==> src/rtl/core/bcdc_pkg.sv <==
package bcdc_pkg;

    // ADC resolution; every code field and product width follows from it
    localparam int ADC_BITS = 12;

    localparam int MV_W      = 16;
    localparam int DRV_W     = 8;
    localparam int CYC_W     = 15;
    localparam int PCT_W     = 7;
    localparam int MODE_W    = 2;
    localparam int CFG_W     = 16;
    localparam int CFG_IDX_W = 3;
    localparam int PHASE_W   = 2;

    localparam logic [ADC_BITS-1:0] ADC_FS = '1;

    // code * full-scale product, and the headroom for the rounding divide
    localparam int PROD_W = ADC_BITS + MV_W;
    localparam int SUM_W  = PROD_W + 2;

    // stream packing
    localparam int S_TDATA_W = ((3 * ADC_BITS + 1 + 7) / 8) * 8;
    localparam int M_TDATA_W = ((2 * DRV_W + 2 * MV_W + 1 + CYC_W + 1 + 7) / 8) * 8;

    // single-mode target: (span * percent) / 100 through a reciprocal
    localparam int PCT_PROD_W  = MV_W + PCT_W;
    localparam int RECIP_SHIFT = 24;
    localparam int RECIP_W     = 18;
    localparam int RECIP_PROD_W = PCT_PROD_W + RECIP_W;
    localparam logic [RECIP_W-1:0] PCT_RECIP = RECIP_W'((1 << RECIP_SHIFT) / 100);
    localparam logic [PCT_W-1:0] PCT_FULL = PCT_W'(100);

    // register indexes
    localparam logic [CFG_IDX_W-1:0] CFG_SINGLE_MODE = 3'd0;
    localparam logic [CFG_IDX_W-1:0] CFG_SETPOINT    = 3'd1;
    localparam logic [CFG_IDX_W-1:0] CFG_VMAX        = 3'd2;
    localparam logic [CFG_IDX_W-1:0] CFG_VMIN        = 3'd3;
    localparam logic [CFG_IDX_W-1:0] CFG_IMAX        = 3'd4;
    localparam logic [CFG_IDX_W-1:0] CFG_CYCLE_LIMIT = 3'd5;
    localparam logic [CFG_IDX_W-1:0] CFG_DRIVE_LEVEL = 3'd6;

    localparam logic [PHASE_W-1:0] PH_IDLE      = 2'd0;
    localparam logic [PHASE_W-1:0] PH_CHARGE    = 2'd1;
    localparam logic [PHASE_W-1:0] PH_DISCHARGE = 2'd2;

    localparam logic [MODE_W-1:0] MODE_CHARGE    = 2'd0;
    localparam logic [MODE_W-1:0] MODE_DISCHARGE = 2'd1;

    localparam logic REQ_START = 1'b0;
    localparam logic REQ_TICK  = 1'b1;

    typedef struct packed {
        logic [MODE_W-1:0] single_mode;
        logic [PCT_W-1:0]  setpoint_percent;
        logic [MV_W-1:0]   vmax_mv;
        logic [MV_W-1:0]   vmin_mv;
        logic [MV_W-1:0]   imax_ma;
        logic [CFG_W-1:0]  cycle_limit;
        logic [DRV_W-1:0]  drive_level;
    } cfg_t;

    typedef struct packed {
        logic                req_type;
        logic [ADC_BITS-1:0] voltage_code;
        logic [ADC_BITS-1:0] charge_current_code;
        logic [ADC_BITS-1:0] discharge_current_code;
        logic                stop_request;
    } in_item_t;

    typedef struct packed {
        logic              req_type;
        logic              stop_request;
        logic [PROD_W-1:0] v_prod;
        logic [PROD_W-1:0] c_prod;
        logic [PROD_W-1:0] d_prod;
    } prod_item_t;

    typedef struct packed {
        logic [DRV_W-1:0] charge_drive;
        logic [DRV_W-1:0] discharge_drive;
        logic [MV_W-1:0]  battery_mv;
        logic [MV_W-1:0]  current_ma;
        logic             charging;
        logic [CYC_W-1:0] cycles_done;
        logic             finished;
        logic             completed;
    } out_item_t;

    // round(prod / FS), half up. FS = 2^ADC_BITS - 1, so the quotient comes
    // from a short geometric series plus one correction step.
    function automatic logic [MV_W-1:0] adc_scale(input logic [PROD_W-1:0] prod);
        logic [SUM_W-1:0] y;
        logic [SUM_W-1:0] t;
        logic [SUM_W-1:0] q0;
        logic [SUM_W-1:0] r;
        logic [SUM_W-1:0] q;
        y  = SUM_W'(prod) + SUM_W'(ADC_FS >> 1);
        t  = y + (y >> ADC_BITS) + (y >> (2 * ADC_BITS));
        q0 = t >> ADC_BITS;
        r  = y + q0 - (q0 << ADC_BITS);
        q  = q0 + ((r >= SUM_W'(ADC_FS)) ? SUM_W'(1) : SUM_W'(0));
        return q[MV_W-1:0];
    endfunction

    // mv * FS, for the exact threshold compare
    function automatic logic [PROD_W-1:0] fs_mul(input logic [MV_W-1:0] mv);
        return (PROD_W'(mv) << ADC_BITS) - PROD_W'(mv);
    endfunction

endpackage

==> src/rtl/core/battery_charge_discharge_cycler.sv <==
// Channel  | Dir | Handshake              | Content
// ---------+-----+------------------------+---------------------------------------------
// s_       | in  | s_tvalid / s_tready    | one request word: start or control tick
// m_       | out | m_tvalid / m_tready    | one status word per request, tlast = run end
// cfg_     | in  | cfg_wr_en (no stall)   | register index + write data, no read-back
//
// Three register stages: input word, ADC products, result word. An accepted word
// passes through the product and result registers before it shows on m_tvalid;
// one word is taken per cycle while s_tready is high. The run state is updated
// as a word moves into the result register. Reset (aresetn, synchronous, low)
// clears state, valids and loads register defaults. After reset or a register
// write, s_tready stays low while the single-mode target settles through its
// three-stage path. Each stage fills whenever it is empty or its successor can
// take its word, so a stalled m_ side only backs up as far as the words in flight.
module battery_charge_discharge_cycler (
    input  logic                                aclk,
    input  logic                                aresetn,

    input  logic                                s_tvalid,
    output logic                                s_tready,
    // [11:0] voltage_code, [23:12] charge_current_code,
    // [35:24] discharge_current_code, [36] stop_request, rest zero
    input  logic [bcdc_pkg::S_TDATA_W-1:0]      s_tdata,
    // [0] req_type
    input  logic [0:0]                          s_tuser,

    output logic                                m_tvalid,
    input  logic                                m_tready,
    // [7:0] charge_drive, [15:8] discharge_drive, [31:16] battery_mv,
    // [47:32] current_ma, [48] charging, [63:49] cycles_done, [64] completed
    output logic [bcdc_pkg::M_TDATA_W-1:0]      m_tdata,
    // finished
    output logic                                m_tlast,

    input  logic                                cfg_wr_en,
    input  logic [bcdc_pkg::CFG_IDX_W-1:0]      cfg_addr,
    input  logic [bcdc_pkg::CFG_W-1:0]          cfg_wr_data
);
    import bcdc_pkg::*;

    localparam logic [1:0] CFG_SETTLE = 2'd2;

    cfg_t       cfg_reg;
    logic [1:0] settle_reg;

    logic       in_valid_reg;
    in_item_t   in_reg;
    logic       prod_valid_reg;
    prod_item_t prod_reg;
    logic       out_valid_reg;
    out_item_t  out_reg;
    logic [MV_W-1:0] target_mv;

    logic     en_out;
    logic     en_prod;
    logic     en_in;
    logic     s_accept;
    logic     fire;
    in_item_t in_word;

    // ------------------------------------------------------------------
    // Register file
    // ------------------------------------------------------------------
    always_ff @(posedge aclk) begin
        if (!aresetn) begin
            cfg_reg.single_mode      <= 2'd2;
            cfg_reg.setpoint_percent <= 7'd100;
            cfg_reg.vmax_mv          <= 16'd4200;
            cfg_reg.vmin_mv          <= 16'd3000;
            cfg_reg.imax_ma          <= 16'd1000;
            cfg_reg.cycle_limit      <= '0;
            cfg_reg.drive_level      <= 8'd255;
            settle_reg               <= CFG_SETTLE;
        end else if (cfg_wr_en) begin
            case (cfg_addr)
                CFG_SINGLE_MODE: cfg_reg.single_mode      <= cfg_wr_data[MODE_W-1:0];
                CFG_SETPOINT:    cfg_reg.setpoint_percent <= cfg_wr_data[PCT_W-1:0];
                CFG_VMAX:        cfg_reg.vmax_mv          <= cfg_wr_data[MV_W-1:0];
                CFG_VMIN:        cfg_reg.vmin_mv          <= cfg_wr_data[MV_W-1:0];
                CFG_IMAX:        cfg_reg.imax_ma          <= cfg_wr_data[MV_W-1:0];
                CFG_CYCLE_LIMIT: cfg_reg.cycle_limit      <= cfg_wr_data;
                CFG_DRIVE_LEVEL: cfg_reg.drive_level      <= cfg_wr_data[DRV_W-1:0];
                default: ;
            endcase
            settle_reg <= CFG_SETTLE;
        end else if (settle_reg != 2'd0) begin
            settle_reg <= settle_reg - 2'd1;
        end
    end

    // ------------------------------------------------------------------
    // Stage enables: a stage loads when it is empty or its successor can take its word
    // ------------------------------------------------------------------
    assign en_out   = !out_valid_reg || m_tready;
    assign en_prod  = !prod_valid_reg || en_out;
    assign en_in    = !in_valid_reg || en_prod;
    assign fire     = prod_valid_reg && en_out;
    assign s_tready = en_in && (settle_reg == 2'd0) && !cfg_wr_en;
    assign s_accept = s_tvalid && s_tready;

    always_ff @(posedge aclk) begin
        if (!aresetn) begin
            in_valid_reg   <= 1'b0;
            prod_valid_reg <= 1'b0;
            out_valid_reg  <= 1'b0;
        end else begin
            if (en_in) begin
                in_valid_reg <= s_accept;
            end
            if (en_prod) begin
                prod_valid_reg <= in_valid_reg;
            end
            if (en_out) begin
                out_valid_reg <= prod_valid_reg;
            end
        end
    end

    // ------------------------------------------------------------------
    // Input register
    // ------------------------------------------------------------------
    always_comb begin
        in_word.req_type               = s_tuser[0];
        in_word.voltage_code           = s_tdata[ADC_BITS-1:0];
        in_word.charge_current_code    = s_tdata[2*ADC_BITS-1:ADC_BITS];
        in_word.discharge_current_code = s_tdata[3*ADC_BITS-1:2*ADC_BITS];
        in_word.stop_request           = s_tdata[3*ADC_BITS];
    end

    always_ff @(posedge aclk) begin
        if (s_accept) begin
            in_reg <= in_word;
        end
    end

    // ------------------------------------------------------------------
    // Datapath
    // ------------------------------------------------------------------
    bcdc_scale u_scale (
        .aclk     (aclk),
        .load     (en_prod && in_valid_reg),
        .item     (in_reg),
        .vmax_mv  (cfg_reg.vmax_mv),
        .imax_ma  (cfg_reg.imax_ma),
        .prod_reg (prod_reg)
    );

    bcdc_target u_target (
        .aclk       (aclk),
        .cfg        (cfg_reg),
        .target_reg (target_mv)
    );

    bcdc_ctrl u_ctrl (
        .aclk      (aclk),
        .aresetn   (aresetn),
        .fire      (fire),
        .prod      (prod_reg),
        .cfg       (cfg_reg),
        .target_mv (target_mv),
        .out_reg   (out_reg)
    );

    // ------------------------------------------------------------------
    // Result word
    // ------------------------------------------------------------------
    assign m_tvalid = out_valid_reg;
    assign m_tlast  = out_reg.finished;
    assign m_tdata  = {
        (M_TDATA_W - (2 * DRV_W + 2 * MV_W + CYC_W + 2))'(0),
        out_reg.completed,
        out_reg.cycles_done,
        out_reg.charging,
        out_reg.current_ma,
        out_reg.battery_mv,
        out_reg.discharge_drive,
        out_reg.charge_drive
    };

    // ------------------------------------------------------------------
    // Checks
    // ------------------------------------------------------------------
    a_completed_ends_run: assert property (
        @(posedge aclk) disable iff (!aresetn)
        (m_tvalid && out_reg.completed) |-> m_tlast
    ) else $error("completed status without end of run");

    a_end_drives_off: assert property (
        @(posedge aclk) disable iff (!aresetn)
        (m_tvalid && m_tlast) |-> (out_reg.charge_drive == '0 && out_reg.discharge_drive == '0)
    ) else $error("converter left driven at end of run");

    a_one_side_driven: assert property (
        @(posedge aclk) disable iff (!aresetn)
        m_tvalid |-> (out_reg.charge_drive == '0 || out_reg.discharge_drive == '0)
    ) else $error("both converters driven");

    a_cfg_settle: assert property (
        @(posedge aclk) disable iff (!aresetn)
        $past(cfg_wr_en) |-> !s_tready
    ) else $error("request taken before register settle");

endmodule

==> src/rtl/core/bcdc_scale.sv <==
module bcdc_scale (
    input  logic                 aclk,
    input  logic                 load,
    input  bcdc_pkg::in_item_t   item,
    input  logic [15:0]          vmax_mv,
    input  logic [15:0]          imax_ma,
    output bcdc_pkg::prod_item_t prod_reg
);
    import bcdc_pkg::*;

    prod_item_t prod_next;

    always_comb begin
        prod_next.req_type     = item.req_type;
        prod_next.stop_request = item.stop_request;
        prod_next.v_prod = PROD_W'(item.voltage_code) * PROD_W'(vmax_mv);
        prod_next.c_prod = PROD_W'(item.charge_current_code) * PROD_W'(imax_ma);
        prod_next.d_prod = PROD_W'(item.discharge_current_code) * PROD_W'(imax_ma);
    end

    always_ff @(posedge aclk) begin
        if (load) begin
            prod_reg <= prod_next;
        end
    end

endmodule

==> src/rtl/core/bcdc_target.sv <==
module bcdc_target (
    input  logic              aclk,
    input  bcdc_pkg::cfg_t    cfg,
    output logic [15:0]       target_reg
);
    import bcdc_pkg::*;

    // stage A: span * percent
    logic [PCT_PROD_W-1:0]   x_reg;
    logic                    down_a_reg;
    logic [MV_W-1:0]         vmin_a_reg;
    // stage B: times reciprocal of 100
    logic [RECIP_PROD_W-1:0] m_reg;
    logic [PCT_PROD_W-1:0]   x_b_reg;
    logic                    down_b_reg;
    logic [MV_W-1:0]         vmin_b_reg;

    logic [PCT_W-1:0]      p_sat;
    logic                  down;
    logic [MV_W-1:0]       span;
    logic [PCT_PROD_W-1:0] q0;
    logic [PCT_PROD_W-1:0] rem;
    logic [PCT_PROD_W-1:0] quot;
    logic [MV_W-1:0]       target_next;

    always_comb begin
        p_sat = (cfg.setpoint_percent > PCT_FULL) ? PCT_FULL : cfg.setpoint_percent;
        down  = cfg.vmax_mv < cfg.vmin_mv;
        span  = down ? (cfg.vmin_mv - cfg.vmax_mv) : (cfg.vmax_mv - cfg.vmin_mv);
    end

    // quotient estimate is low by at most one
    always_comb begin
        q0   = PCT_PROD_W'(m_reg >> RECIP_SHIFT);
        rem  = x_b_reg - q0 * PCT_PROD_W'(PCT_FULL);
        quot = q0 + ((rem >= PCT_PROD_W'(PCT_FULL)) ? PCT_PROD_W'(1) : PCT_PROD_W'(0));
        target_next = down_b_reg ? (vmin_b_reg - quot[MV_W-1:0])
                                 : (vmin_b_reg + quot[MV_W-1:0]);
    end

    always_ff @(posedge aclk) begin
        x_reg      <= PCT_PROD_W'(span) * PCT_PROD_W'(p_sat);
        down_a_reg <= down;
        vmin_a_reg <= cfg.vmin_mv;
        m_reg      <= RECIP_PROD_W'(x_reg) * RECIP_PROD_W'(PCT_RECIP);
        x_b_reg    <= x_reg;
        down_b_reg <= down_a_reg;
        vmin_b_reg <= vmin_a_reg;
        target_reg <= target_next;
    end

endmodule

==> src/rtl/core/bcdc_ctrl.sv <==
module bcdc_ctrl (
    input  logic                 aclk,
    input  logic                 aresetn,
    input  logic                 fire,
    input  bcdc_pkg::prod_item_t prod,
    input  bcdc_pkg::cfg_t       cfg,
    input  logic [15:0]          target_mv,
    output bcdc_pkg::out_item_t  out_reg
);
    import bcdc_pkg::*;

    logic [PHASE_W-1:0] phase_reg, phase_next;
    logic [CYC_W-1:0]   cycle_index_reg, cycle_index_next;
    logic [MV_W-1:0]    upper_reg, upper_next;
    logic [MV_W-1:0]    lower_reg, lower_next;
    logic               cycling_reg, cycling_next;
    out_item_t          out_next;

    logic [MV_W-1:0]  bmv;
    logic [MV_W-1:0]  cur_c;
    logic [MV_W-1:0]  cur_d;
    logic             reach_up;
    logic             reach_dn;
    logic             reached;
    logic             is_chg;
    logic [CYC_W-1:0] cyc_inc;
    logic             limit_hit;

    always_comb begin
        bmv      = adc_scale(prod.v_prod);
        cur_c    = adc_scale(prod.c_prod);
        cur_d    = adc_scale(prod.d_prod);
        reach_up = prod.v_prod >= fs_mul(upper_reg);
        reach_dn = prod.v_prod <= fs_mul(lower_reg);
        is_chg   = phase_reg == PH_CHARGE;
        reached  = is_chg ? reach_up : reach_dn;
        cyc_inc  = (cycle_index_reg == '1) ? cycle_index_reg
                                           : cycle_index_reg + CYC_W'(1);
        // a negative limit means endless
        limit_hit = !cfg.cycle_limit[CFG_W-1] && (cyc_inc >= cfg.cycle_limit[CYC_W-1:0]);
    end

    always_comb begin
        phase_next       = phase_reg;
        cycle_index_next = cycle_index_reg;
        upper_next       = upper_reg;
        lower_next       = lower_reg;
        cycling_next     = cycling_reg;

        out_next.charge_drive    = '0;
        out_next.discharge_drive = '0;
        out_next.battery_mv      = bmv;
        out_next.current_ma      = '0;
        out_next.charging        = 1'b0;
        out_next.cycles_done     = cycle_index_reg;
        out_next.finished        = 1'b0;
        out_next.completed       = 1'b0;

        if (prod.req_type == REQ_START) begin
            cycle_index_next     = '0;
            out_next.cycles_done = '0;
            if (cfg.cycle_limit != '0) begin
                cycling_next = 1'b1;
                upper_next   = cfg.vmax_mv;
                lower_next   = cfg.vmin_mv;
                phase_next   = PH_CHARGE;
            end else begin
                cycling_next = 1'b0;
                upper_next   = target_mv;
                lower_next   = target_mv;
                case (cfg.single_mode)
                    MODE_CHARGE:    phase_next = PH_CHARGE;
                    MODE_DISCHARGE: phase_next = PH_DISCHARGE;
                    default: begin
                        phase_next        = PH_IDLE;
                        out_next.finished = 1'b1;
                    end
                endcase
            end
            if (phase_next == PH_CHARGE) begin
                out_next.charging   = 1'b1;
                out_next.current_ma = cur_c;
            end else if (phase_next == PH_DISCHARGE) begin
                out_next.current_ma = cur_d;
            end
        end else begin
            case (phase_reg)
                PH_CHARGE, PH_DISCHARGE: begin
                    out_next.charging   = is_chg;
                    out_next.current_ma = is_chg ? cur_c : cur_d;
                    if (prod.stop_request) begin
                        out_next.finished = 1'b1;
                        phase_next        = PH_IDLE;
                    end else begin
                        if (is_chg) begin
                            out_next.charge_drive = cfg.drive_level;
                        end else begin
                            out_next.discharge_drive = cfg.drive_level;
                        end
                        if (reached) begin
                            if (!cycling_reg) begin
                                out_next.finished  = 1'b1;
                                out_next.completed = 1'b1;
                                phase_next         = PH_IDLE;
                            end else if (is_chg) begin
                                phase_next = PH_DISCHARGE;
                            end else begin
                                cycle_index_next = cyc_inc;
                                if (limit_hit) begin
                                    out_next.finished  = 1'b1;
                                    out_next.completed = 1'b1;
                                    phase_next         = PH_IDLE;
                                end else begin
                                    phase_next = PH_CHARGE;
                                end
                            end
                            if (out_next.finished) begin
                                out_next.charge_drive    = '0;
                                out_next.discharge_drive = '0;
                            end
                        end
                    end
                end
                default: phase_next = PH_IDLE;
            endcase
        end
    end

    always_ff @(posedge aclk) begin
        if (!aresetn) begin
            phase_reg       <= PH_IDLE;
            cycle_index_reg <= '0;
            upper_reg       <= '0;
            lower_reg       <= '0;
            cycling_reg     <= 1'b0;
        end else if (fire) begin
            phase_reg       <= phase_next;
            cycle_index_reg <= cycle_index_next;
            upper_reg       <= upper_next;
            lower_reg       <= lower_next;
            cycling_reg     <= cycling_next;
        end
    end

    always_ff @(posedge aclk) begin
        if (fire) begin
            out_reg <= out_next;
        end
    end

endmodule
==> config.mk <==
export PLATFORM = sky130hd
export DESIGN_NAME = battery_charge_discharge_cycler
export DESIGN_NICKNAME = d
export VERILOG_FILES = /design/src/rtl/core/bcdc_pkg.sv /design/src/rtl/core/battery_charge_discharge_cycler.sv /design/src/rtl/core/bcdc_scale.sv /design/src/rtl/core/bcdc_target.sv /design/src/rtl/core/bcdc_ctrl.sv
export SDC_FILE = /design/constraint.sdc
export NUM_CORES = 2
export LEC_CHECK = 0
export BUFFER_PORTS_ARGS = -buffer_cell sky130_fd_sc_hd__buf_2
export CAP_MARGIN = 0
export CORE_MARGIN = 2
export CORE_UTILIZATION = 45
export CTS_CLUSTER_SIZE = 24
export DETAILED_ROUTE_END_ITERATION = 6
export PLACE_DENSITY = 0.7
export SYNTH_ARGS = -nofsm -noshare
export SYNTH_HDL_FRONTEND = slang
export SYNTH_SLANG_ARGS = --single-unit
==> constraint.sdc <==
create_clock -name aclk -period 9.2 [get_ports aclk]
set_clock_uncertainty 0.15 [all_clocks]
set_input_delay 2.3 -clock aclk [delete_from_list [all_inputs] [get_ports aclk]]
set_output_delay 2.3 -clock aclk [all_outputs]
set_load 0.05 [all_outputs]
==> out/qor.yml <==
stdcell_count: 9160
htree_levels: 2
cp.depth: 44
syn_avg_cell_area_um2: 8.970
use_met3: 0.03390
maxSlewViolCount: 0
rr_endpoint: "u_ctrl.out_reg[30]"
cts_tree: "built"
grt_max_degree: 124
dr.pass1.iters: 5
largest_reg_flops: 86
post_synth_instance_area_um2: 59920
async_flop_share: 0
grt_pass1_vias: 50250
die_y_um: 368.9
yosys.area.top_type: "fa_1"
synth_edf_count: 190
worstPathBufferInverterCount: 5
grt_usage: 0.2355
numCtsBuffers: 51
setup_violations: 10
cts.sinks: 437
clkTransAtPathRegs_ns: 0.06
core_area_um2: 131800
gp_congestion: 0.9685
grt_first_pass_wirelength_um: 259000
row_count: 133
reg2reg_setup_slack_ns: -0.10
slowest_delay_ns: 0.57
initialDrtViolationCount: 2938
antenna_found_initial: 16
synthTopCellsByArea: "fa_1 23%, ha_1 18%, edfxtp_1 9.5%, dfxtp_1 8.3%, inv_1 6.7%"
io_buffers: 129
reg2reg_from: "u_scale.prod_reg[6]"
postRouteAntennaNets: 0
path_class: "flop to flop"
crit_family: "compound AO/OA/AOI/OAI gates"
ys_ff_latch: 437
busiest_layer: "met2"
hpwlAfterDp_um: 129000
critPathRequiredTime_ns: 9.40
hold_buffers: 0
die_area_um2: 136100
end_kind: "flop"
synthTopCellsByCount: "1071 x inv_1, 871 x ha_1, 832 x nand2_1, 676 x fa_1, 307 x a21oi_1"
clkLatencyLatePin_ns: 0.65
path_common_cell: "ha_1"
hp-class: "flop to flop"
wl_per_cell_um: 17.81
final-hold-violation-count: 0
max_slew_margin: 0.1370
outcome: "complete, but fails checks"
setup_slack_ns: -0.1003
netlist_instances: 6680
synthFlopType: "dfxtp_1"
utilization: 0.5390
start_kind: "flop"
ys_seq_area_frac: 0.1777
fmax_mhz: 107.5
initial_core_util: 0.4546
drc_errors: 0
yosysTopAreaCellShare: 0.2259
syn2layout_area_growth_pct: 18.56
dp.cells: 8963
clockRootBuffer: "clkbuf_16"
grt_use_met1: 0.3151
vias_per_cell: 5.354
rsz0062_at_grt: "yes"
maxCapViolCount: 0
grt_remaining_overflow: 0
nFillCells: 11840
slowest_stage: "or4_4"
vias: 49040
drive_above_1_share: 0.1664
synth_warnings: 0
endpoint: "u_ctrl.out_reg[30]"
boundaryPins: 140
crit_path_start: "u_scale.prod_reg[6]"
synth_cell_type_count: 95
grtUsageMet2: 0.3922
die_w_um: 368.9
wl_um: 163100
finalCriticalPeriod_ns: 9.300
clk_path_buf_depth: 3
synth.most_common_cell: "inv_1"
violations: "setup timing"
worst_pin_slew_ns: 1.292
crit_arrival_ns: 9.50
hold_slack_ns: 0.1730
worstRegToRegCells: 44
cp_max_fo: 6
min_period_over_period: 1.011
nNetsFinal: 8967
==> cells in the final DEF, fill, tap and decap left out, drive strengths merged, types with 30 or more instances in the layout <==
cell type / instances
buf: 794
nor4: 37
a21o: 111
xnor2: 292
clkbuf: 65
ha: 871
o21a: 30
nor3: 89
nor2b: 84
dfxtp: 247
a21oi: 310
nand4: 65
inv: 1075
nand2b: 53
o21ai: 211
and3: 39
xor2: 164
nand2: 832
and2: 254
a21boi: 77
nand3: 126
edfxtp: 190
nor2: 275
o21bai: 40
fa: 676
==> cell type report <==
| cell class | count | area, µm² | share of cell area |
|---|---|---|---|
| flip-flops and latches | 437 | 10660 | 0.1501 |
| multi-input cells | 5000 | 46620 | 0.6563 |
| clock buffers | 65 | 1454 | 0.02047 |
| well taps | 1755 | 2196 | 0.03091 |
| clock inverters | 29 | 340.3 | 0.004791 |
| repair buffers | 794 | 5723 | 0.08056 |
| inverters | 1071 | 4021 | 0.05661 |
| diodes | 9 | 22.52 | 0.0003170 |
==> per-stage QoR <==
stage | instance area (µm²) | worst slack, ns | setup TNS (ns)
after global routing | 71040 | -0.5609 | -11.04
after CTS | 69390 | 0.002863 | 0
after detailed placement | 66430 | -0.9389 | -18.46
after floorplan | 59980 | 0.004766 | 0
final | 71040 | -0.1003 | -0.5524
after global placement | 66430 | -0.7539 | -13.53
==> metal layers <==
metal	vias up	routed length, µm
met3	302	10070
met2	1358	76920
met4	0	5088
met1	24120	71040
met5	-	0
li1	23260	-
==> worst min path at each step <==
stage	slack (ns)	cells after the start	end	from
final	0.17	0	u_target.vmin_b_reg[2]	u_target.vmin_a_reg[2]
after global routing	0.17	0	u_target.vmin_b_reg[2]	u_target.vmin_a_reg[2]
after CTS	0.16	0	u_target.vmin_b_reg[2]	u_target.vmin_a_reg[2]
after detailed placement	0.16	0	u_target.vmin_b_reg[5]	u_target.vmin_a_reg[5]
after global placement	0.16	0	u_target.down_b_reg	u_target.down_a_reg
after floorplan	0.16	0	u_target.down_b_reg	u_target.down_a_reg
==> what timing repair did <==
action / 4_1_cts / 5_1_grt
resized for setup: 175 / 252
setup endpoints to repair: 38 / 41
buffers inserted: 51 / 46
pin swaps: 115 / 198
==> logic make-up after synthesis <==
kind of cell	after synthesis	share of synthesized area
simple gates	1960	0.1571
fa+ha+maj	1549	0.4081
buf+inv	1252	0.07902
compound gates	993	0.1056
xor+xnor	457	0.06716
flops	437	0.1777
mux	31	0.005262
other cells	1	0.00006258
Power is not shown: default switching activity piles up to over one toggle a cycle in this logic, so the estimate is an artifact.
